## src/hdl/circular_linked_list_manager_unit_macros.svh

```systemverilog
// Assertion macros for the circular linked list manager unit.
// Used by cllm_ctrl; expects signals named clk and rst in the including scope.
`ifndef CIRCULAR_LINKED_LIST_MANAGER_UNIT_MACROS_SVH
`define CIRCULAR_LINKED_LIST_MANAGER_UNIT_MACROS_SVH
`ifndef ASSERT_OFF
`define CLLM_ASSERT(lbl, prop, msg) \
  lbl: assert property (@(posedge clk) disable iff (rst) (prop)) else $error(msg);
`define CLLM_ASSERT_IMP(lbl, ante, cons, msg) \
  lbl: assert property (@(posedge clk) disable iff (rst) (ante) |-> (cons)) else $error(msg);
`else
`define CLLM_ASSERT(lbl, prop, msg)
`define CLLM_ASSERT_IMP(lbl, ante, cons, msg)
`endif
`endif

```

## src/hdl/cllm_pkg.sv

```systemverilog
// Shared types and codes for the circular linked list manager.
// No dependencies.
`default_nettype none
package cllm_pkg;

  localparam int ENTRIES_DEFAULT = 256;
  localparam int HANDLE_W        = 8;
  localparam int OP_W            = 4;
  localparam int STATUS_W        = 2;

  localparam logic [OP_W-1:0] OP_PUSH_L     = 4'd0;
  localparam logic [OP_W-1:0] OP_PUSH_R     = 4'd1;
  localparam logic [OP_W-1:0] OP_POP_L      = 4'd2;
  localparam logic [OP_W-1:0] OP_POP_R      = 4'd3;
  localparam logic [OP_W-1:0] OP_PEEK_L     = 4'd4;
  localparam logic [OP_W-1:0] OP_PEEK_R     = 4'd5;
  localparam logic [OP_W-1:0] OP_INS_AFTER  = 4'd6;
  localparam logic [OP_W-1:0] OP_INS_BEFORE = 4'd7;
  localparam logic [OP_W-1:0] OP_REMOVE     = 4'd8;
  localparam logic [OP_W-1:0] OP_IS_EMPTY   = 4'd9;

  localparam logic [STATUS_W-1:0] ST_OK    = 2'd0;
  localparam logic [STATUS_W-1:0] ST_EMPTY = 2'd1;
  localparam logic [STATUS_W-1:0] ST_ERR   = 2'd2;

  typedef struct packed {
    logic                key_present;
    logic [HANDLE_W-1:0] key;
    logic [HANDLE_W-1:0] node;
    logic [OP_W-1:0]     operation;
  } cmd_t;

  typedef struct packed {
    logic                list_empty;
    logic                handle_valid;
    logic [HANDLE_W-1:0] handle_out;
    logic [STATUS_W-1:0] status;
  } result_t;

endpackage
`default_nettype wire

```

## src/hdl/cllm_ram.sv

```systemverilog
// Generic RAM: one write port, two registered read ports.
// Depends on cllm_pkg for the default depth.
`default_nettype none
module cllm_ram #(
  parameter int WIDTH = 9,
  parameter int DEPTH = cllm_pkg::ENTRIES_DEFAULT,
  localparam int AW = $clog2(DEPTH)
) (
  input  wire logic             clk,
  input  wire logic             we,
  input  wire logic [AW-1:0]    waddr,
  input  wire logic [WIDTH-1:0] wdata,
  input  wire logic [AW-1:0]    raddr_a,
  output logic      [WIDTH-1:0] rdata_a,
  input  wire logic [AW-1:0]    raddr_b,
  output logic      [WIDTH-1:0] rdata_b
);

  logic [WIDTH-1:0] mem [DEPTH];

  always_ff @(posedge clk) begin
    if (we) begin
      mem[waddr] <= wdata;
    end
    rdata_a <= mem[raddr_a];
    rdata_b <= mem[raddr_b];
  end

endmodule
`default_nettype wire

```

## config.mk

```make
export PLATFORM = sky130hd
export DESIGN_NAME = cllm_ram
export DESIGN_NICKNAME = d
export VERILOG_FILES = /design/src/hdl/circular_linked_list_manager_unit_macros.svh /design/src/hdl/cllm_pkg.sv /design/src/hdl/cllm_ram.sv
export SDC_FILE = /design/constraint.sdc
export NUM_CORES = 2
export LEC_CHECK = 0
export BUFFER_PORTS_ARGS = -buffer_cell sky130_fd_sc_hd__buf_2
export CORE_AREA = 5 5 445 447
export CTS_CLUSTER_SIZE = 14
export DETAILED_ROUTE_END_ITERATION = 7
export DIE_AREA = 0 0 450 452
export PLACE_DENSITY = 0.82
export SETUP_SLACK_MARGIN = 0.5
export SLEW_MARGIN = 5
export SYNTH_ARGS = -nofsm -noshare
export SYNTH_HDL_FRONTEND = slang
export SYNTH_SLANG_ARGS = --single-unit
```

## constraint.sdc

```tcl
create_clock -name clk -period 2.6 [get_ports clk]
set_input_delay 0.39 -clock clk [delete_from_list [all_inputs] [get_ports clk]]
set_output_delay 0.39 -clock clk [all_outputs]
set_load 0.05 [all_outputs]
```

; ---- After elaboration in Yosys (flattened, before gate mapping)
; Memories as Yosys holds them, arrays and structs flattened. A register that Yosys moved wholly into a read port is not among the register bits.
; Index checks and enable logic that the tools add are counted.
; Widths: inputs -> output; s select.
[word_totals]
ram_bits = 2304
inputBits = 35
out_inout_bits = 18
register_bits = 0
memories = 1
[memory_table]
columns = memory, words, word_bits, read_ports, rd_clocked_by_memory_dff, write_ports, line
row1 = mem, 256, 9, 2, 2, 1, cllm_ram.sv:19  ; logic [WIDTH-1:0] mem [DEPTH];
[classes]
mux = 2
[op_table]
columns = op, count
row1 = $mux 1, 2

; ---- Logic depth before layout (Yosys ltp)
[depth]
depth_word = 2
depth_mapped = 12
depth_no_buf = 6

; ---- Worst setup path after synthesis
; Ideal clock, no wire load.
[synth_path]
kind = input to register
startpoint = in raddr_a[0]
endpoint = reg rdata_a[0] (read register of mem)
setup_time_ps = 127
stages = 9
slack_ps = 250
t_required_ps = 2473
t_arrival_ps = 2222
path_buffers = 4
path_cell_list = buf_4 buf_6 buf_2 buf_4 mux4_2 a22oi_1 a21oi_1 nor4_1 nor4_1
[synth_lines]
columns = element, line
row1 = "start, declared", cllm_ram.sv:13  ; input wire logic [AW-1:0] raddr_a,
row2 = "end, declared", cllm_ram.sv:14  ; output logic [WIDTH-1:0] rdata_a,

==> flow_summary.yaml <==
routing:
  drt_first_pass_iters: 6
  vias: 70300
  drt_iter0_markers: 13600
  m1WireLength_um: 110000
  routed.top_layer: "met5"
  drtAntennaViolNets: 0
  dr_wl_met2_um: 160000
  wl_per_cell_um: 38.0
  wl_um: 355000
  drc_errors: 0
  wl_met3_um: 56700
  via_per_inst: 7.51
cts:
  clockBufferDepth: 3
  cts_tree: "yes"
  clock_latency_ps: 900
  cts_buffers: 225
  cts_htree_levels: 4
  clk_pin_slew_worst_paths_ps: 70
  cts.sinks: 2322
  cts_root_buf: "clkbuf_16"
worst_hold_path:
  min_to: "mem[43][2]"
  min_from: "wdata[2]"
  worstHoldPathType: "input port to flip-flop"
  holdPathStages: 1
yosys:
  synth_ff_type: "edfxtp_1"
  synth_commonest_cells: "edfxtp_1 (2304), mux4_2 (979), a22oi_1 (407)"
  synth.distinct_cells: 64
  syn_inst: 5759
  syn_area_mm2: 0.108
  ys_warn_count: 0
  ys_seq_area_share_pct: 64.7
  yosys-top-cells-area: "edfxtp_1 (64%), mux4_2 (20%), mux2i_1 (3.1%), a22oi_1 (2.8%), nor2_1 (1.1%)"
  yosys.area.top_type_share_pct: 64.3
  synth_top_cell_by_area: "edfxtp_1"
  synth_most_common_cell: "edfxtp_1"
  synth_edf_count: 2304
  ys_ff_latch: 2322
  avgSynthCellArea_um2: 18.7
  synthArstFlopShare_pct: 0
  syn_nets: 5794
power_and_ir_drop:
  power.density_mw_per_mm2: 650
  ir_worst_vdd_v: 0.000692
  p_leak_uw: 0.0418
  power.total_uw: 82900
grt:
  grt_pass1_wl_um: 500000
  antenna_found_initial: 25
  grt_pass1_vias: 70100
  grt_usage_pct: 34.2
  grt_overflow: 0
  grt_max_degree: 100
floorplanning:
  die_x_um: 450
  placementRows: 162
  io_pins: 53
  fp.dieArea_mm2: 0.203
  start_util_pct: 55.5
  core_mm2: 0.194
  die_h_um: 452
sta:
  finalHoldViolations: 0
  fmax_ghz: 0.421
  worstMarginPinSlew_ps: 945
  relSlewSlack_pct: 36.9
  tns_ps: 0
  finClkSkew_ps: 46.4
  min_period_ps: 2380
  rsz0062_at_grt: "yes"
  min_period_over_period_pct: 91.4
  slew_violations: 0
  final-setup-viol-count: 0
layout:
  finalInstanceArea_mm2: 0.127
  syn2layout_area_growth_pct: 18.5
  num-nets-final: 6652
  drive_above_1_share_pct: 39.8
placement:
  place.gp.congestion: 1.04
  hpwl_um: 238000
  placed_area_mm2: 0.119
  portBuffers: 52
setup_path:
  required_ps: 3360
  reg2reg_slack_ps: 220
  crit_path_end_kind: "flip-flop"
  critical_path.reg2reg.endpoint: "rdata_b[5]"
  worstSetupStartpointType: "flip-flop"
  reg2reg_from: "mem[223][5]"
  critPathKind: "flip-flop to flip-flop"
  worst-r2r-cell-count: 5
  cp_data_arrival_time_ps: 3140
  critPathMaxFanout: 2
job:
  cap_violations: 0
outcome:
  outcome: "completed"
==> registers in the layout, summed over array words and instances, names as in the netlist <==
signal	count
rdata_b	9
mem	2304
rdata_a	9
==> cell type report <==
cell class                      instances  area (um2)
Tap cell                             2542        3180
Multi-Input combinational cell       2945       36800
Inverter                                6        22.5
Antenna cell                           18        45.0
Sequential cell                      2322       69600
Clock buffer                          286        5950
Timing Repair Buffer                 1117       10600
Clock inverter                        126        1320
Fill cell                           12100       66300
==> cell families after synthesis <==
group           count (synthesis)  share of synthesized area, %
compound gates                947                          6.19
buf+inv                       492                          2.62
flops                        2322                          64.7
mux                          1320                          23.7
simple gates                  678                          2.86
==> stage by stage <==
stage	cells	hold WS [ps]	worst slack, ps	utilization [%]
after global routing	9352	20.6	251	65.8
after global placement	8925	787	-898	61.3
after floorplan	5759	489	349	-
after CTS	9340	3.96	345	65.4
after detailed placement	8925	804	-851	61.3
final	9362	22.8	223	65.8
==> cell usage in the layout, fill, tap and decap left out, types with 18 or more instances in the layout <==
master     count
mux4_2       979
buf_4        902
nor2_1       258
clkinv_2      41
nor3_1        26
o21ai_1       18
nor4_2        19
clkbuf_1      56
nand3_1       33
a22oi_2       67
edfxtp_1    2304
diode_2       18
buf_12       162
mux2i_1      334
nand2_1      108
a21oi_1      156
clkbuf_16    231
a21oi_2       24
clkinv_1      44
a22o_1        34
o21ai_0       57
bufinv_16     24
buf_2         24
nor2b_1       19
o221ai_1      64
a221oi_1      24
nor2_2        51
a22oi_1      340
o22ai_1       26
==> power breakdown <==
group	switching [uW]	internal, uW	leakage [uW]	total, uW
logic	5090	3450	0.0174	8530
registers	202	41300	0.0209	41500
clock network	14400	18500	0.00354	32900
total	19600	63200	0.0418	82900
==> worst max-delay path: stages, from the launching register on <==
cell	delay (ps)
edfxtp_1	420
mux4_2	520
a22oi_2	320
a21oi_4	140
or4_4	610
and4_1	240
==> per-layer routing <==
layer | vias up | track usage [%]
met5 | - | 0
met4 | 16 | 20.9
met3 | 1506 | 11.7
met2 | 7045 | 51.9
met1 | 35200 | 42.9
li1 | 26500 | -
==> worst max-delay path by stage <==
stage,startpoint,endpoint,slack (ps),depth (start not counted)
floorplan,waddr[0],mem[237][0],350,6
global placement,raddr_a[0],rdata_a[3],-900,10
detailed placement,raddr_a[0],rdata_a[3],-850,10
CTS,mem[210][0],rdata_b[0],340,8
global route,mem[220][5],rdata_b[5],250,5
finish,mem[223][5],rdata_b[5],220,5
==> repair_timing <==
item	in CTS	in global routing
hold buffers	1	0
setup endpoints to repair	35	18
buffers inserted	2	2
resized for setup	152	118
endpoints found under the hold margin	23	0
gates cloned	0	2
pin swaps	36	50
Note: power is estimated with default switching activity, not from simulation.
