===== src/hdl/circular_linked_list_manager_unit_macros.svh =====
// Assertion macros for the circular linked list manager unit.
// Used by cllm_ctrl; expects signals named clk and rst in the including scope.
`ifndef CIRCULAR_LINKED_LIST_MANAGER_UNIT_MACROS_SVH
`define CIRCULAR_LINKED_LIST_MANAGER_UNIT_MACROS_SVH
`ifndef ASSERT_OFF
`define CLLM_ASSERT(lbl, prop, msg) \
  lbl: assert property (@(posedge clk) disable iff (rst) (prop)) else $error(msg);
`define CLLM_ASSERT_IMP(lbl, ante, cons, msg) \
  lbl: assert property (@(posedge clk) disable iff (rst) (ante) |-> (cons)) else $error(msg);
`else
`define CLLM_ASSERT(lbl, prop, msg)
`define CLLM_ASSERT_IMP(lbl, ante, cons, msg)
`endif
`endif


===== src/hdl/cllm_pkg.sv =====
// Shared types and codes for the circular linked list manager.
// No dependencies.
`default_nettype none
package cllm_pkg;

  localparam int ENTRIES_DEFAULT = 256;
  localparam int HANDLE_W        = 8;
  localparam int OP_W            = 4;
  localparam int STATUS_W        = 2;

  localparam logic [OP_W-1:0] OP_PUSH_L     = 4'd0;
  localparam logic [OP_W-1:0] OP_PUSH_R     = 4'd1;
  localparam logic [OP_W-1:0] OP_POP_L      = 4'd2;
  localparam logic [OP_W-1:0] OP_POP_R      = 4'd3;
  localparam logic [OP_W-1:0] OP_PEEK_L     = 4'd4;
  localparam logic [OP_W-1:0] OP_PEEK_R     = 4'd5;
  localparam logic [OP_W-1:0] OP_INS_AFTER  = 4'd6;
  localparam logic [OP_W-1:0] OP_INS_BEFORE = 4'd7;
  localparam logic [OP_W-1:0] OP_REMOVE     = 4'd8;
  localparam logic [OP_W-1:0] OP_IS_EMPTY   = 4'd9;

  localparam logic [STATUS_W-1:0] ST_OK    = 2'd0;
  localparam logic [STATUS_W-1:0] ST_EMPTY = 2'd1;
  localparam logic [STATUS_W-1:0] ST_ERR   = 2'd2;

  typedef struct packed {
    logic                key_present;
    logic [HANDLE_W-1:0] key;
    logic [HANDLE_W-1:0] node;
    logic [OP_W-1:0]     operation;
  } cmd_t;

  typedef struct packed {
    logic                list_empty;
    logic                handle_valid;
    logic [HANDLE_W-1:0] handle_out;
    logic [STATUS_W-1:0] status;
  } result_t;

endpackage
`default_nettype wire


===== src/hdl/cllm_ctrl.sv =====
// Sequencer for the list manager: reads links, decides, writes back in two passes.
// Depends on cllm_pkg and the assertion macro header; drives two cllm_ram instances.
`default_nettype none
`include "circular_linked_list_manager_unit_macros.svh"
module cllm_ctrl #(
  parameter int ENTRIES = cllm_pkg::ENTRIES_DEFAULT,
  localparam int AW = $clog2(ENTRIES),
  localparam int LW = $clog2(ENTRIES + 1)
) (
  input  wire logic            clk,
  input  wire logic            rst,
  input  wire logic            in_valid,
  output logic                 in_ready,
  input  wire cllm_pkg::cmd_t  in_cmd,
  output logic                 out_valid,
  input  wire logic            out_ready,
  output cllm_pkg::result_t    out_res,
  output logic                 nxt_we,
  output logic [AW-1:0]        nxt_waddr,
  output logic [LW-1:0]        nxt_wdata,
  output logic                 prv_we,
  output logic [AW-1:0]        prv_waddr,
  output logic [LW-1:0]        prv_wdata,
  output logic [AW-1:0]        rd_addr_a,
  output logic [AW-1:0]        rd_addr_b,
  input  wire logic [LW-1:0]   nxt_rdata_a,
  input  wire logic [LW-1:0]   nxt_rdata_b,
  input  wire logic [LW-1:0]   prv_rdata_a,
  input  wire logic [LW-1:0]   prv_rdata_b
);

  localparam logic [LW-1:0] LINK_NULL = LW'(ENTRIES);
  localparam logic [AW-1:0] LAST_IDX  = AW'(ENTRIES - 1);

  localparam logic [1:0] S_IDLE = 2'd0;
  localparam logic [1:0] S_EXEC = 2'd1;
  localparam logic [1:0] S_FIN  = 2'd2;

  logic [1:0]    state;
  logic          clearing;
  logic [AW-1:0] clr_cnt;
  logic [LW-1:0] head, tail;
  cllm_pkg::cmd_t    cmd_r;
  cllm_pkg::result_t res_r;
  cllm_pkg::result_t out_res_next;
  logic              out_valid_next;

  // second write pass, held through the final state
  logic          n_we2_r, p_we2_r;
  logic [AW-1:0] n_a2_r, p_a2_r;
  logic [LW-1:0] n_d2_r, p_d2_r;

  logic accept;
  logic [AW+cllm_pkg::HANDLE_W-1:0] in_node_ext, in_key_ext;

  assign accept      = in_valid && in_ready;
  assign in_ready    = (state == S_IDLE) && !clearing;
  assign in_node_ext = {{AW{1'b0}}, in_cmd.node};
  assign in_key_ext  = {{AW{1'b0}}, in_cmd.key};

  always_comb begin
    case (in_cmd.operation)
      cllm_pkg::OP_POP_L: rd_addr_a = head[AW-1:0];
      cllm_pkg::OP_POP_R: rd_addr_a = tail[AW-1:0];
      default:            rd_addr_a = in_node_ext[AW-1:0];
    endcase
    rd_addr_b = in_key_ext[AW-1:0];
  end

  // Decision logic, valid in S_EXEC when link read data is available
  logic [LW+cllm_pkg::HANDLE_W-1:0] node_lext, key_lext;
  logic [LW-1:0] node_link, key_link;
  logic node_ok, key_ok, node_linked, key_linked, is_empty;

  assign node_lext   = {{LW{1'b0}}, cmd_r.node};
  assign key_lext    = {{LW{1'b0}}, cmd_r.key};
  assign node_link   = node_lext[LW-1:0];
  assign key_link    = key_lext[LW-1:0];
  assign node_ok     = {24'b0, cmd_r.node} < 32'(ENTRIES);
  assign key_ok      = {24'b0, cmd_r.key} < 32'(ENTRIES);
  assign node_linked = (nxt_rdata_a != LINK_NULL) || (prv_rdata_a != LINK_NULL);
  assign key_linked  = (nxt_rdata_b != LINK_NULL) || (prv_rdata_b != LINK_NULL);
  assign is_empty    = (head == LINK_NULL);

  logic          do_push, push_left, do_ins, do_unlink, hv;
  logic [LW-1:0] sp_a, sp_b, ul_h, hsel, head_next, tail_next;
  logic [LW+cllm_pkg::HANDLE_W-1:0] hext;
  logic [cllm_pkg::STATUS_W-1:0] status;
  logic          n_we1, p_we1, n_we2, p_we2;
  logic [AW-1:0] n_a1, p_a1, n_a2, p_a2;
  logic [LW-1:0] n_d1, p_d1, n_d2, p_d2;

  always_comb begin
    do_push   = 1'b0;
    push_left = 1'b0;
    do_ins    = 1'b0;
    do_unlink = 1'b0;
    hv        = 1'b0;
    hsel      = '0;
    sp_a      = tail;
    sp_b      = head;
    ul_h      = node_link;
    status    = cllm_pkg::ST_OK;
    head_next = head;
    tail_next = tail;
    n_we1 = 1'b0; n_a1 = '0; n_d1 = '0;
    p_we1 = 1'b0; p_a1 = '0; p_d1 = '0;
    n_we2 = 1'b0; n_a2 = '0; n_d2 = '0;
    p_we2 = 1'b0; p_a2 = '0; p_d2 = '0;

    case (cmd_r.operation)
      cllm_pkg::OP_PUSH_L: begin
        do_push   = 1'b1;
        push_left = 1'b1;
      end
      cllm_pkg::OP_PUSH_R: begin
        do_push = 1'b1;
      end
      cllm_pkg::OP_POP_L, cllm_pkg::OP_POP_R, cllm_pkg::OP_PEEK_L,
      cllm_pkg::OP_PEEK_R: begin
        if (is_empty) begin
          status = cllm_pkg::ST_EMPTY;
        end else begin
          hv   = 1'b1;
          hsel = (cmd_r.operation == cllm_pkg::OP_POP_L ||
                  cmd_r.operation == cllm_pkg::OP_PEEK_L) ? head : tail;
          ul_h = hsel;
          do_unlink = (cmd_r.operation == cllm_pkg::OP_POP_L ||
                       cmd_r.operation == cllm_pkg::OP_POP_R);
        end
      end
      cllm_pkg::OP_INS_AFTER, cllm_pkg::OP_INS_BEFORE: begin
        if (!cmd_r.key_present) begin
          do_push   = 1'b1;
          push_left = (cmd_r.operation == cllm_pkg::OP_INS_BEFORE);
        end else if (!node_ok || !key_ok || node_linked || !key_linked) begin
          status = cllm_pkg::ST_ERR;
        end else if (cmd_r.operation == cllm_pkg::OP_INS_AFTER) begin
          do_ins = 1'b1;
          sp_a   = key_link;
          sp_b   = nxt_rdata_b;
          if (tail == key_link) begin
            tail_next = node_link;
          end
        end else begin
          do_ins = 1'b1;
          sp_a   = prv_rdata_b;
          sp_b   = key_link;
          if (head == key_link) begin
            head_next = node_link;
          end
        end
      end
      cllm_pkg::OP_REMOVE: begin
        if (!node_ok || !node_linked) begin
          status = cllm_pkg::ST_ERR;
        end else begin
          do_unlink = 1'b1;
        end
      end
      cllm_pkg::OP_IS_EMPTY: begin
      end
      default: begin
        status = cllm_pkg::ST_ERR;
      end
    endcase

    if (do_push) begin
      if (!node_ok || node_linked) begin
        status = cllm_pkg::ST_ERR;
      end else if (is_empty) begin
        // first entry links to itself
        n_we1 = 1'b1; n_a1 = node_link[AW-1:0]; n_d1 = node_link;
        p_we1 = 1'b1; p_a1 = node_link[AW-1:0]; p_d1 = node_link;
        head_next = node_link;
        tail_next = node_link;
      end else begin
        do_ins = 1'b1;
        if (push_left) begin
          head_next = node_link;
        end else begin
          tail_next = node_link;
        end
      end
    end

    // splice node between sp_a and sp_b (sp_a.next == sp_b)
    if (do_ins) begin
      n_we1 = 1'b1; n_a1 = sp_a[AW-1:0];      n_d1 = node_link;
      p_we1 = 1'b1; p_a1 = sp_b[AW-1:0];      p_d1 = node_link;
      n_we2 = 1'b1; n_a2 = node_link[AW-1:0]; n_d2 = sp_b;
      p_we2 = 1'b1; p_a2 = node_link[AW-1:0]; p_d2 = sp_a;
    end

    if (do_unlink) begin
      if (nxt_rdata_a == ul_h) begin
        head_next = LINK_NULL;
        tail_next = LINK_NULL;
        n_we1 = 1'b1; n_a1 = ul_h[AW-1:0]; n_d1 = LINK_NULL;
        p_we1 = 1'b1; p_a1 = ul_h[AW-1:0]; p_d1 = LINK_NULL;
      end else begin
        n_we1 = 1'b1; n_a1 = prv_rdata_a[AW-1:0]; n_d1 = nxt_rdata_a;
        p_we1 = 1'b1; p_a1 = nxt_rdata_a[AW-1:0]; p_d1 = prv_rdata_a;
        n_we2 = 1'b1; n_a2 = ul_h[AW-1:0];        n_d2 = LINK_NULL;
        p_we2 = 1'b1; p_a2 = ul_h[AW-1:0];        p_d2 = LINK_NULL;
        if (head == ul_h) begin
          head_next = nxt_rdata_a;
        end else if (tail == ul_h) begin
          tail_next = prv_rdata_a;
        end
      end
    end
  end

  assign hext = {{cllm_pkg::HANDLE_W{1'b0}}, hsel};

  // RAM write port muxes: clearing sweep, first pass, second pass
  always_comb begin
    nxt_we = 1'b0; nxt_waddr = clr_cnt; nxt_wdata = LINK_NULL;
    prv_we = 1'b0; prv_waddr = clr_cnt; prv_wdata = LINK_NULL;
    if (clearing) begin
      nxt_we = 1'b1;
      prv_we = 1'b1;
    end else if (state == S_EXEC) begin
      nxt_we = n_we1; nxt_waddr = n_a1; nxt_wdata = n_d1;
      prv_we = p_we1; prv_waddr = p_a1; prv_wdata = p_d1;
    end else if (state == S_FIN) begin
      // repeated while the output is stalled; the writes are idempotent
      nxt_we = n_we2_r; nxt_waddr = n_a2_r; nxt_wdata = n_d2_r;
      prv_we = p_we2_r; prv_waddr = p_a2_r; prv_wdata = p_d2_r;
    end
  end

  logic out_free;
  assign out_free = !out_valid || out_ready;

  always_comb begin
    out_valid_next = out_valid && !out_ready;
    out_res_next   = out_res;
    if (state == S_FIN && out_free) begin
      out_valid_next = 1'b1;
      out_res_next   = res_r;
    end
  end

  always_ff @(posedge clk) begin
    if (rst) begin
      state     <= S_IDLE;
      clearing  <= 1'b1;
      clr_cnt   <= '0;
      head      <= LINK_NULL;
      tail      <= LINK_NULL;
      out_valid <= 1'b0;
    end else begin
      out_valid <= out_valid_next;
      if (clearing) begin
        clr_cnt <= clr_cnt + 1'b1;
        if (clr_cnt == LAST_IDX) begin
          clearing <= 1'b0;
        end
      end
      case (state)
        S_IDLE: begin
          if (accept) begin
            state <= S_EXEC;
          end
        end
        S_EXEC: begin
          head  <= head_next;
          tail  <= tail_next;
          state <= S_FIN;
        end
        S_FIN: begin
          if (out_free) begin
            state <= S_IDLE;
          end
        end
        default: state <= S_IDLE;
      endcase
    end
  end

  always_ff @(posedge clk) begin
    out_res <= out_res_next;
    if (accept) begin
      cmd_r <= in_cmd;
    end
    if (state == S_EXEC) begin
      res_r.status       <= status;
      res_r.handle_out   <= hv ? hext[cllm_pkg::HANDLE_W-1:0] : '0;
      res_r.handle_valid <= hv;
      res_r.list_empty   <= (head_next == LINK_NULL);
      n_we2_r <= n_we2; n_a2_r <= n_a2; n_d2_r <= n_d2;
      p_we2_r <= p_we2; p_a2_r <= p_a2; p_d2_r <= p_d2;
    end
  end

  `CLLM_ASSERT(a_head_tail_null, (head == LINK_NULL) == (tail == LINK_NULL), "head/tail null mismatch")
  `CLLM_ASSERT_IMP(a_accept_exec, accept, ##1 (state == S_EXEC), "accept did not start update")
  `CLLM_ASSERT_IMP(a_load_from_fin, $rose(out_valid), $past(state) == S_FIN, "result loaded outside final state")
  `CLLM_ASSERT(a_no_clear_busy, !(clearing && state != S_IDLE), "item in flight during clear sweep")
  `CLLM_ASSERT_IMP(a_fin_stall_holds, (state == S_FIN) && !out_free, ##1 (state == S_FIN), "final state left while output stalled")

endmodule
`default_nettype wire


===== config.mk =====
export PLATFORM = sky130hd
export DESIGN_NAME = cllm_ctrl
export DESIGN_NICKNAME = d
export VERILOG_FILES = /design/src/hdl/cllm_pkg.sv /design/src/hdl/cllm_ctrl.sv
export VERILOG_INCLUDE_DIRS = /design/src /design/src/hdl
export SDC_FILE = /design/constraint.sdc
export NUM_CORES = 1
export LEC_CHECK = 0
export BUFFER_PORTS_ARGS = -buffer_cell sky130_fd_sc_hd__buf_2
export CORE_UTILIZATION = 50
export CTS_CLUSTER_SIZE = 14
export DETAILED_ROUTE_END_ITERATION = 12
export PLACE_DENSITY = 0.8
export SKIP_LAST_GASP = 1
export SYNTH_ARGS = -nofsm -noshare
export SYNTH_HDL_FRONTEND = slang
export SYNTH_SLANG_ARGS = --single-unit

===== constraint.sdc =====
create_clock -name clk -period 3.9 [get_ports clk]
set_input_delay 0.195 -clock clk [delete_from_list [all_inputs] [get_ports clk]]
set_output_delay 0.195 -clock clk [all_outputs]
set_load 0.01 [all_outputs]

* Word level (Yosys, flattened, before mapping)
Index checks and enable logic that the tools add are counted.
Word-level totals: flip-flop bits (word level) 102, bits in latches 0, bits in writable memories 0, memory bits (read-only) 0, input bits 61, output and inout port bits 66, word-level logic and storage cells 187, memories kept 0
Cells by class: add/subtract/negate cells 1, multiply operators 0, div/mod/pow operators 0, order comparisons 0, equal/unequal tests 27, shift operators 0, muxes and demuxes 113, bitwise logic cells 2, reduce and logical (&&, ||, !) cells 22
Operator list (count):
- $mux 9 | 53
- $mux 8 | 20
- $ne 9x9->1 const B | 4
- $eq 9x9->1 | 3
- $mux 1 | 27
- $eq 9x8->1 | 2
- $eq 9x9->1 const B | 2
- $eq 4x2->1 const B | 4
- $eq 4x3->1 const B | 4
- $pmux 8 s2 | 1
- $mux 2 | 7
- $add 8x1->8 const B | 1
- $eq 4x4->1 const B | 2
- $eq 8x8->1 const B | 1
- $pmux 2 s4 | 1
- $logic_or 1x1->1 | 6
- $pmux 1 s2 | 3
- $pmux 2 s3 | 1
- $reduce_or 3->1 | 2
- $eq 4x1->1 const B | 1
- $logic_and 1x1->1 | 4
- $logic_not 1->1 | 4
- $logic_not 4->1 | 1
- $ne 2x2->1 const B | 2
- other kinds (7) | 9

* Logic depth before layout (Yosys ltp)
Gate-level depths: netlist of the first run.
depth after elaboration 15, gate-level depth with buffers 14, mapped depth without buffers 10

* Worst setup path after synthesis of the first run
Ideal clock, no wire load.
path kind register to output, start reg head[1], end out prv_waddr[2], arrival 3066 ps, setup slack 639 ps, stages on the path, launching flop included 15, cells stage by stage dfxtp_1 -> buf_2 -> or3b_1 -> or3_1 -> buf_6 -> nand2_4 -> buf_12 -> o311ai_1 -> a221o_1 -> or2_1 -> clkbuf_1 -> buf_4 -> o21a_1 -> a21boi_0 -> o21ai_0
Between the ends: word-level cells in the longest chain between the ends 8
Ends and longest elaborated chain:
- start: declaration | RTL line cllm_ctrl.sv:42 | logic [LW-1:0] head, tail;
- start signal: assignment | RTL line cllm_ctrl.sv:269 | head <= head_next;
- $eq 9x9->1 / $mux 9 (equally long branches) | RTL line cllm_ctrl.sv:83, cllm_ctrl.sv:126
- $mux 9, or another cell as far along | RTL line cllm_ctrl.sv:121 | if (is_empty) begin
- $mux 9, or another cell as far along | RTL line cllm_ctrl.sv:111 | case (cmd_r.operation)
- $eq 9x9->1, or another cell as far along | RTL line cllm_ctrl.sv:196 | if (nxt_rdata_a == ul_h) begin
- $mux 8 (on tied branches) | RTL line cllm_ctrl.sv:196, cllm_ctrl.sv:188
- $mux 8 * | RTL line cllm_ctrl.sv:195 | if (do_unlink) begin
- $mux 8 * | RTL line cllm_ctrl.sv:224 | end else if (state == S_EXEC) begin
- $mux 8 * | RTL line cllm_ctrl.sv:221 | if (clearing) begin
- end: declaration | RTL line cllm_ctrl.sv:22 | output logic [AW-1:0] prv_waddr,
Every way passes the cells marked *; elsewhere a longest branch is shown, timed or not.

* Final worst setup path of the first run
start reg head[3], end out prv_waddr[1]
Same word-level chain as after synthesis.

==> results by group, run 1 <==
STA
  • Post-route minimum period: 3.84 ns
  • Setup TNS: 0 ns
  • # setup viols final: 0
  • Slew Limit Fails: 0
  • Fin. Hold Viols: 0
  • Slew @ Worst Pin: 1.12 ns
  • Relative slew slack: 0.254
  • Clock Skew: 0.00947 ns
  • Peak Freq: 261 MHz
  • Min Hold Slack: 0.0107 ns
  • RSZ-0062 raised after global routing: false
  • Final worst path period share: 0.984

Setup path
  • Worst setup path category: flop to output port
  • Max FO, Critical Path: 17
  • Worst setup EP type: output port
  • CP arrival: 3.64 ns
  • Setup crit start kind: flop
  • Worst Path Required: 3.70 ns

Logic synthesis
  • Async set-reset flop share out of synthesis: 0
  • Synth top area share: 0.296
  • Mapped Nets: 922
  • Synthesized flop and latch total: 102
  • Synth unique cells: 79
  • Post-synth EDFFs: 72
  • Yosys warns: 0
  • Mean Syn Cell Area: 8.49 um2
  • Area contributors post-synth: edfxtp_1, dfxtp_1, nor2_1, a21oi_1, nand2_1
  • Syn Inst Count: 860
  • Sequential share of the synthesized area: 0.379
  • Prevailing post-synth register cell: edfxtp_1
  • Synth area leader: edfxtp_1
  • Area of the mapped netlist: 7300 um2

Layout
  • Area growth syn-to-layout: 17.7%
  • Nets@finish: 1040
  • Seq. cell area: 2760 um2
  • Area of the multi-input gates: 4090 um2
  • Proportion of layout cells with a drive suffix above 1: 0.240
  • Non-Filler Instances: 1163
  • ANT cells: 0
  • Filler cell count: 1248

Placement
  • HPWL Detailed: 21000 um
  • Placer Congestion: 1.07
  • # port buffers: 126
  • Cells after DPL: 1140

Detailed routing
  • Via count: 7711
  • Pre-antenna DRT Iters: 6
  • DRT Wirelength: 28100 um
  • DRT antenna net count: 0
  • Drt initial violations: 1328
  • DRC Markers: 0
  • WL/cell: 24.2 um
  • DR vias/cell: 6.63

Global routing
  • First-pass GRT wire length: 40900 um
  • Largest net degree at the start of global routing: 32
  • Initial antenna violation count: 0
  • Total GRT Usage: 0.375
  • Vias in the first global route: 6912
  • GRT overflow: 0

Floorplanning
  • Die Wd: 123 um
  • Core Rows: 43
  • Die height: 123 um
  • Initial core utilization: 0.520
  • Die area: 15100 um2
  • Io pins: 127
  • Core Area: 14000 um2

Power
  • Part of the power in the clock network: 0.407
  • Power Density: 257 nW/um2
  • VDD IR max: 275 uV
  • Switching power: 518 uW
  • Final Power: 2210 uW
  • Comb power frac: 0.071
  • Sw frac: 0.235
  • Lkg Pwr: 0.00321 uW
  • Seq pwr share: 0.523
  • P_int: 1690 uW

Flow run
  • Max Cap Viol: 0

Worst hold path
  • Worst hold path type: input pin to flop

Clock tree
  • Clk_lat worst skew: 0.36 ns
  • Sink Count: 102
  • TritonCTS buffer count: 9
  • H-tree levels: 3
  • Longest Clk Path Bufs: 2
  • CTS tree: yes
  • Clock root cell: clkbuf_16
  • CTS clk-pin slew, worst paths: 0.06 ns

Status
  • Status: finished, final reports clean
-- cell usage after synthesis, drive strengths merged, types with 6 or more instances --
cell type / count
nand2: 66
mux2i: 24
or2: 7
inv: 25
nand4: 8
dfxtp: 30
a22oi: 14
o221ai: 8
nor3: 10
nand3: 22
a221o: 13
clkbuf: 60
xnor2: 27
a21oi: 74
xor2: 21
nand2b: 12
a221oi: 10
edfxtp: 72
a21o: 11
a2bb2oi: 9
nor2b: 12
and2: 7
a211oi: 19
buf: 25
or4: 6
o21ai: 49
nor4: 15
o31ai: 7
o22ai: 15
nor2: 103
a21boi: 8
a31oi: 10
-- sequential cells by signal, summed over array words and instances (netlist names) --
name       count
clearing       1
clr_cnt        8
cmd_r         21
head           9
n_d2_r         9
out_res       12
out_valid      1
p_a2_r         8
p_d2_r         9
p_we2_r        1
res_r         12
state          2
tail           9
-- path summary, 6_finish.rpt --
path / endpoint / slack [ns] / from / depth (start not counted)
max: prv_waddr[1] / 0.06 / head[3] / 10
min: cmd_r[20] / 0.01 / in_cmd[20] / 1
max reg2reg: res_r[11] / 0.32 / head[3] / 10
min reg2reg: out_res[9] / 0.42 / res_r[9] / 0
-- placed cells by master, fill, tap and decap left out, types with 6 or more instances in the layout --
master,count
a211oi_1,19
a22oi_1,13
or2_2,6
a221o_1,13
xnor2_1,26
o221ai_1,8
clkbuf_16,10
edfxtp_1,72
nor3_1,8
a21boi_0,7
inv_1,23
nor2_1,98
o22ai_1,15
buf_2,126
dfxtp_1,30
a221oi_1,10
a2bb2oi_1,9
a21oi_1,74
nand4_1,8
nand2b_1,12
o31ai_1,6
a31oi_1,10
nor2b_1,12
nand3_1,22
and2_1,7
o21ai_0,47
a21o_1,11
nor4_1,14
nand2_1,65
buf_4,64
xor2_1,20
mux2i_1,24
-- cells by family (layout without fill, tap and decap cells) --
family	count (synthesis)	after routing	share of synthesized area
multiplexers	25	25	0.0345
AND/OR/NAND/NOR	290	291	0.195
buffers and inverters	111	233	0.0693
flip-flops	102	102	0.379
AO/OA/AOI/OAI	283	283	0.263
XOR/XNOR	48	48	0.0576
adder cells (fa/ha/maj)	1	1	0.00171
-- metrics by stage --
stage	area, um2	worst slack [ns]	util
floorplan	7300	0.639	-
global placement	8210	0.386	0.585
detailed placement	8210	0.339	0.585
CTS	8510	0.0951	0.606
global route	8590	0.00190	0.612
finish	8590	0.0618	0.612
-- metal layers --
layer  routed length (um)  vias to the layer above  track usage  part of all wire
li1                     -                     3419            -                 -
met1                10800                     3495        0.490              0.38
met2                11900                      669        0.546              0.42
met3                 3780                      126        0.115              0.13
met4                 1620                        2        0.211             0.058
met5                   34                        -            0            0.0012
-- critical path: stages (launching register included) --
cell	delay (ns)
dfxtp_1	0.49
or4_4	0.23
or3_4	0.20
buf_4	0.17
nor2_1	0.04
o31ai_1	0.49
nand2_1	0.57
a211oi_1	0.53
o21ai_0	0.16
o21ai_0	0.22
buf_2	0.17
-- power groups by stage --
stage / sequential [uW] / clock (uW) / combinational, uW
after detailed placement: 1180 / 0 / 151
after CTS: 1150 / 898 / 151
after floorplan: 1180 / 0 / 72.5
final: 1150 / 898 / 156
after global placement: 1180 / 0 / 149
after global routing: 1150 / 939 / 164
-- cell type report --
| class | count | share of cell area |
|---|---|---|
| Tap cell | 180 | 0.0262 |
| Clock buffer | 12 | 0.0300 |
| Multi-Input combinational cell | 648 | 0.476 |
| Sequential cell | 102 | 0.321 |
| Inverter | 26 | 0.0116 |
| Timing Repair Buffer | 191 | 0.132 |
| Clock inverter | 4 | 0.00320 |
-- timing repair --
| action | CTS | global route |
|---|---|---|
| endpoints found under the hold margin | 0 | 0 |
| buffers inserted | 0 | 6 |
| gates resized for setup | 1 | 10 |
| gates cloned | 1 | 0 |
| pin swaps | 0 | 1 |
| endpoints found under the setup margin | 2 | 20 |
| hold buffers | 0 | 0 |
(Power assumes the default switching activity.)
==> run 2: changes to the inputs <==
--- a/config.mk
+++ b/config.mk
@@ -7,10 +7,13 @@
 export NUM_CORES = 1
 export LEC_CHECK = 0
 export BUFFER_PORTS_ARGS = -buffer_cell sky130_fd_sc_hd__buf_2
-export CORE_UTILIZATION = 50
+export CELL_PAD_IN_SITES_DETAIL_PLACEMENT = 0
+export CELL_PAD_IN_SITES_GLOBAL_PLACEMENT = 2
+export CORE_UTILIZATION = 35
+export CTS_BUF_LIST = sky130_fd_sc_hd__clkbuf_4 sky130_fd_sc_hd__clkbuf_8
 export CTS_CLUSTER_SIZE = 14
 export DETAILED_ROUTE_END_ITERATION = 12
-export PLACE_DENSITY = 0.8
+export PLACE_DENSITY = 0.91
 export SKIP_LAST_GASP = 1
 export SYNTH_ARGS = -nofsm -noshare
 export SYNTH_HDL_FRONTEND = slang
==> constraint.sdc (replaced) <==
create_clock -name clk -period 3.84 [get_ports clk]
set_input_delay 0.192 -clock clk [delete_from_list [all_inputs] [get_ports clk]]
set_output_delay 0.192 -clock clk [all_outputs]
set_load 0.01 [all_outputs]
==> results by group, run 2 (same netlist as run 1, synthesis figures left out) <==
STA
  • RSZ-0062 raised after global routing: true
  • Post-route minimum period: 3.73 ns
  • Clock Skew: 0.0149 ns (+0.00539 ns)
  • Slew @ Worst Pin: 0.850 ns (-0.269 ns)
  • Slew Limit Fails: 0 (unchanged)
  • # setup viols final: 0 (unchanged)
  • Final worst path period share: 0.970
  • Relative slew slack: 0.431 (+0.177)
  • Fin. Hold Viols: 0 (unchanged)
  • Worst Setup Slack, final: 0.114 ns (+0.0522 ns)
  • Peak Freq: 268 MHz

Floorplanning
  • Die Wd: 146 um (+19%)
  • Die height: 146 um (+19%)
  • Die area: 21400 um2 (+42%)
  • Io pins: 127 (unchanged)
  • Initial core utilization: 0.358 (-0.161)
  • Core Area: 20400 um2 (+45%)
  • Core Rows: 52 (+21%)

Power
  • Sw frac: 0.255 (+0.0203)
  • Switching power: 536 uW (+3.4%)
  • P_int: 1560 uW (-7.4%)
  • Comb power frac: 0.086 (+0.015)
  • Power Density: 233 nW/um2 (-9.2%)
  • Seq pwr share: 0.558 (+0.035)
  • Part of the power in the clock network: 0.356 (-0.051)
  • VDD IR max: 161 uV (-41%)
  • Lkg Pwr: 0.00336 uW (+4.5%)

Layout
  • Largest registers: cmd_r: 21 flops, out_res: 12 flops, res_r: 12 flops
  • Proportion of layout cells with a drive suffix above 1: 0.260 (+0.0195)
  • Non-Filler Instances: 1291 (+11%)
  • Highest-count cells in the layout ignoring fill and taps: buf_2, nor2_1, buf_4
  • Area growth syn-to-layout: 23.4%
  • Final std cell area, no fill: 9010 um2 (+4.8%)
  • Nets@finish: 1078 (+3.7%)
  • Filler cell count: 2036 (+63%)
  • Seq. cell area: 2760 um2 (unchanged)
  • Layout Utilization: 0.442 (-0.170)
  • ANT cells: 0 (unchanged)
  • Max reg flops: 21 (unchanged)
  • Area of the multi-input gates: 4120 um2 (+0.64%)
  • Biggest register: cmd_r
  • Commonest non-fill, non-tap cell in the layout: buf_2

Status
  • Status: finished, final reports clean

Detailed routing
  • Drt initial violations: 854 (-36%)
  • WL/cell: 23.5 um (-2.7%)
  • DR vias/cell: 5.87 (-12%)
  • Top layer in use: met4
  • Met2 wire len: 13500 um (+13%)
  • Pre-antenna DRT Iters: 5 (-1)
  • DRT Wirelength: 30400 um (+8.0%)
  • M1 WL: 13000 um (+21%)
  • Wire length on met3: 2620 um (-31%)
  • DRT antenna net count: 0 (unchanged)
  • DRC Markers: 0 (unchanged)
  • Via count: 7575 (-1.8%)

Clock tree
  • H-tree levels: 3 (unchanged)
  • Sink Count: 102 (unchanged)
  • Longest Clk Path Bufs: 2 (unchanged)
  • CTS tree: yes
  • TritonCTS buffer count: 9 (unchanged)
  • Clk_lat worst skew: 0.40 ns (+0.04 ns)
  • Clock root cell: clkbuf_8
  • CTS clk-pin slew, worst paths: 0.11 ns (+0.05 ns)

Placement
  • Placed Area: 8460 um2 (+3.0%)
  • # port buffers: 126 (unchanged)
  • Placer Congestion: 1.01 (-5.8%)
  • Cells after DPL: 1248 (+9.5%)
  • HPWL Detailed: 23300 um (+11%)
  • Placement Setup Slack: 0.0447 ns (-0.294 ns)

Setup path
  • CP peak stage delay: 0.57 ns (about the same)
  • R2R Setup Slk: 0.32 ns (about the same)
  • Delay-heaviest family, CP: simple AND/OR/NAND/NOR gates
  • CP arrival: 3.53 ns (-0.11 ns)
  • Setup crit start kind: flop
  • Worst Path Required: 3.65 ns (-0.05 ns)
  • Worst setup path category: flop to output port
  • Worst setup EP type: output port
  • Max FO, Critical Path: 9 (-8)
  • Critical Path Slowest Stage Cell: or4_4
  • WP buf/inv: 2 (unchanged)
  • Worst path cell trace: or4_4 > or3_4 > nand2_4 > a21oi_1 > a221o_1 > nor2_2 > buf_4 > mux2_2 > o221ai_1 > nand2_1 > buf_2

Global routing
  • Vias in the first global route: 7180 (+3.9%)
  • First-pass GRT wire length: 45200 um (+10%)
  • Initial antenna violation count: 1 (+1)
  • Total GRT Usage: 0.285 (-0.0896)
  • Largest net degree at the start of global routing: 33 (+3.1%)
  • GRT overflow: 0 (unchanged)

Flow run
  • Max Cap Viol: 0 (unchanged)

Worst hold path
  • Worst hold path type: input pin to flop
-- run 2: changes by cell type in the layout (fill, tap and decap cells not counted), moves of 9 or more --
cell           previous run  this run
dlygate4sd3_1             0        20
buf_4                    64        82
clkbuf_8                  0         9
clkbuf_16                10         0
-- run 2: final timing paths --
check             startpoint            to  depth (start not counted)
hold / removal      in_valid      state[0]                          2
setup reg to reg     head[2]       head[4]                          9
hold reg to reg     res_r[6]    out_res[6]                          0
setup / recovery     head[2]  nxt_waddr[5]                         11
-- run 2: power by group through the flow --
stage / clock [uW] / combinational (uW) / sequential [uW]
floorplan: 0 / 73.7 / 1200
global placement: 0 / 161 / 1200
detailed placement: 0 / 161 / 1200
CTS: 761 / 177 / 1170
global route: 801 / 192 / 1170
finish: 748 / 180 / 1170
-- run 2: worst reg2reg max path: stages, from the launching register on --
cell and delay, ns:
dfxtp_1 0.33, or4_4 0.57, or3_4 0.42, a221oi_1 0.31, o31ai_1 0.14, nor3_1 0.43, o21ai_0 0.29, a32o_1 0.30
or3_1 0.34, a21oi_1 0.28
-- run 2: what timing repair did --
| item | in CTS | in global routing |
|---|---|---|
| endpoints found under the hold margin | 20 | 0 |
| gates cloned | 0 | 0 |
| pin swaps | 0 | 2 |
| hold buffers | 20 | 0 |
| endpoints found under the setup margin | 21 | 31 |
| buffers inserted | 1 | 6 |
| gates resized for setup | 5 | 16 |
-- run 2: final cells by class --
cell class / instances / share of cell area
multi-input cells: 647 / 0.457
flip-flops and latches: 102 / 0.307
repair buffers: 230 / 0.164
well taps: 270 / 0.0375
clock buffers: 9 / 0.0138
inverters: 26 / 0.0111
clock inverters: 7 / 0.0100
-- run 2: metrics by stage --
stage / hold slack [ns] / setup TNS [ns] / power (uW)
after detailed placement: 0.370 / 0 / 1360
after CTS: 0.0214 / 0 / 2110
final: 0.0340 / 0 / 2100
after global routing: 0.0347 / -0.0673 / 2170
after floorplan: 0.291 / 0 / 1270
after global placement: 0.371 / 0 / 1360
-- run 2: routing by layer --
metal  GRT usage  vias up
li1            -     3489
met1       0.387     3548
met2       0.440      457
met3      0.0522       81
met4       0.129        0
met5           0        -
==> run 3: changes to the inputs <==
--- a/config.mk
+++ b/config.mk
@@ -13,6 +13,7 @@
 export CTS_BUF_LIST = sky130_fd_sc_hd__clkbuf_4 sky130_fd_sc_hd__clkbuf_8
 export CTS_CLUSTER_SIZE = 14
 export DETAILED_ROUTE_END_ITERATION = 12
+export HOLD_SLACK_MARGIN = 0.1
 export PLACE_DENSITY = 0.91
 export SKIP_LAST_GASP = 1
 export SYNTH_ARGS = -nofsm -noshare
==> constraint.sdc (replaced) <==
create_clock -name clk -period 3.84 [get_ports clk]
set_input_delay 1.152 -clock clk [delete_from_list [all_inputs] [get_ports clk]]
set_output_delay 1.152 -clock clk [all_outputs]
set_load 0.01 [all_outputs]
==> results by group, run 3 (same netlist as run 1, synthesis figures left out) <==
Power
  • Comb power frac: 0.109 (+0.023)
  • Final Power: 2140 uW (+1.8%)
  • Switching power: 592 uW (+10%)
  • Part of the power in the clock network: 0.343 (-0.013)
  • P_int: 1540 uW (-1.2%)
  • Seq pwr share: 0.548 (-0.010)
  • VDD IR max: 216 uV (+34%)
  • Power Density: 200 nW/um2 (-14%)
  • Lkg Pwr: 0.00412 uW (+23%)
  • Sw frac: 0.277 (+0.0219)

Clock tree
  • TritonCTS buffer count: 9 (unchanged)
  • CTS clk-pin slew, worst paths: 0.11 ns (about the same)
  • CTS Hold Bufs: 0 (-100%)
  • Clock root cell: clkbuf_8
  • H-tree levels: 3 (unchanged)
  • Sink Count: 102 (unchanged)
  • Longest Clk Path Bufs: 2 (unchanged)
  • CTS tree: yes
  • Clk_lat worst skew: 0.41 ns (about the same)

Detailed routing
  • DRT Wirelength: 30800 um (+1.3%)
  • WL/cell: 22.1 um (-6.2%)
  • DRT antenna net count: 0 (unchanged)
  • Via count: 8078 (+6.6%)
  • Drt initial violations: 890 (+4.2%)
  • Pre-antenna DRT Iters: 7 (+2)
  • DRC Markers: 0 (unchanged)
  • DR vias/cell: 5.79 (-1.3%)

STA
  • Min Hold Slack: 0.429 ns (+0.395 ns)
  • Fin. Hold Viols: 0 (unchanged)
  • Post-route minimum period: 4.64 ns (+0.917 ns)
  • Relative slew slack: 0.251 (-0.180)
  • # setup viols final: 36 (+36)
  • Worst Setup Slack, final: -0.803 ns (-0.917 ns)
  • Slew Limit Fails: 0 (unchanged)
  • Slew @ Worst Pin: 1.12 ns (+0.273 ns)
  • Final worst path period share: 1.21 (+0.239)
  • Peak Freq: 215 MHz (-20%)
  • RSZ-0062 raised after global routing: true
  • Clock Skew: 0.0128 ns (-0.00210 ns)

Floorplanning
  • Initial core utilization: 0.358 (unchanged)
  • Die Wd: 146 um (unchanged)
  • Die height: 146 um (unchanged)
  • Io pins: 127 (unchanged)
  • Core Rows: 52 (unchanged)
  • Core Area: 20400 um2 (unchanged)
  • Die area: 21400 um2 (unchanged)

Setup path
  • CP arrival: 3.49 ns (-0.04 ns)
  • Worst r2r src: head[3]
  • Worst Path Required: 2.69 ns (-0.96 ns)
  • Worst setup EP type: output port
  • Reg-to-reg endpoint: tail[3]
  • Origin of the worst setup path: prv_rdata_a[0]
  • R2R Setup Slk: 0.28 ns (-0.04 ns)
  • Worst setup path end: nxt_waddr[7]
  • Setup crit start kind: input pin
  • Worst Reg-to-Reg Cells: 12 (+3)
  • Worst setup path category: input pin to output port
  • Max FO, Critical Path: 6 (-3)

Worst hold path
  • Min-delay src: res_r[9]
  • Worst hold path type: flop to flop

Status
  • Failing checks: negative setup slack
  • Status: finished, violations left

Layout
  • Filler cell count: 1872 (-8.1%)
  • Commonest non-fill, non-tap cell in the layout: buf_4
  • Area growth syn-to-layout: 46.4%
  • Nets@finish: 1182 (+9.6%)
  • Largest registers: cmd_r: 21 flops, out_res: 12 flops, res_r: 12 flops
  • Biggest register: cmd_r
  • Max reg flops: 21 (unchanged)
  • Proportion of layout cells with a drive suffix above 1: 0.438 (+0.179)
  • Highest-count cells in the layout ignoring fill and taps: buf_4, buf_2, nor2_1
  • ANT cells: 0 (unchanged)

Placement
  • # port buffers: 126 (unchanged)
  • HPWL Detailed: 23400 um (+0.64%)
  • Placer Congestion: 1.10 (+8.8%)

Global routing
  • GRT busiest layer: met2
  • Initial antenna violation count: 0 (-1)
  • M3 GR Usage: 0.0531 (+0.000938)
  • Met2 Track Usage GR: 0.446 (+0.00595)
  • Largest net degree at the start of global routing: 51 (+55%)
  • Vias in the first global route: 7691 (+7.1%)
  • Met1 GRT Util: 0.381 (-0.00619)
  • Total GRT Usage: 0.288 (+0.00257)
  • First-pass GRT wire length: 46100 um (+2.1%)
  • GRT overflow: 0 (unchanged)

Flow run
  • Max Cap Viol: 0 (unchanged)
## run 3: changes by cell type in the layout (fill, tap and decap cells not counted), moves of 14 or more
cell           before  now
o21ai_0            47   29
buf_6               1   15
buf_4              82  188
dlygate4sd3_1      20    0
a21oi_2             1   19
a21oi_1            73   53
## run 3: repair_timing
action / 4_1_cts / 5_1_grt
setup buffers: 11 / 4
gates cloned: 3 / 1
hold endpoints to repair: 0 / 0
setup endpoints to repair: 36 / 36
gates resized for setup: 105 / 49
pin swaps: 46 / 28
## run 3: critical path: stages
cell and delay (ns):
buf_4 0.14, nor4b_4 0.34, nand3_2 0.15, or3_4 0.35, or2_4 0.31, nand2_2 0.08
o21ai_2 0.06, a221oi_2 0.33, a21oi_2 0.07, a221o_1 0.34, buf_2 0.15
## run 3: through the flow
stage	TNS, ns	util	instances	worst slack, ns	cell area [um2]
finish	-24.76	0.525	1395	-0.803	10700
global route	-27.16	0.525	1395	-0.848	10700
CTS	-25.05	0.510	1392	-0.756	10400
detailed placement	-33.26	0.472	1363	-0.977	9610
global placement	-31.72	0.472	1363	-0.944	9610
floorplan	-12.32	-	860	-0.452	7670
## run 3: power by group through the flow
stage	Sequential, uW	Clock (uW)	Combinational (uW)
2_1_floorplan	1200	0	86.9
3_3_place_gp	1200	0	201
3_5_place_dp	1200	0	201
4_1_cts	1170	745	219
5_1_grt	1170	781	244
6_report	1170	732	233
## run 3: layout make-up
type                            count  area, um2  share of cell area
Tap cell                          270        338              0.0316
Inverter                           26        100             0.00937
Clock inverter                      7       81.3             0.00761
Sequential cell                   102       2760               0.258
Timing Repair Buffer              332       2410               0.225
Clock buffer                        9        124              0.0116
Multi-Input combinational cell    649       4870               0.456
## run 3: how the worst min path moves through the flow
stage,endpoint,slack (ns),cells past startpoint
floorplan,out_res[0],0.40,0
global placement,out_res[11],0.40,0
detailed placement,out_res[9],0.40,0
CTS,out_res[9],0.43,0
global route,out_res[2],0.44,0
finish,out_res[9],0.43,0
## run 3: routing by layer
layer | vias to the layer above | wire [um] | share of wire
li1 | 3691 | - | -
met3 | 110 | 2510 | 0.081
met2 | 453 | 13500 | 0.44
met4 | 0 | 1780 | 0.058
met1 | 3824 | 13000 | 0.42
met5 | - | 0 | 0
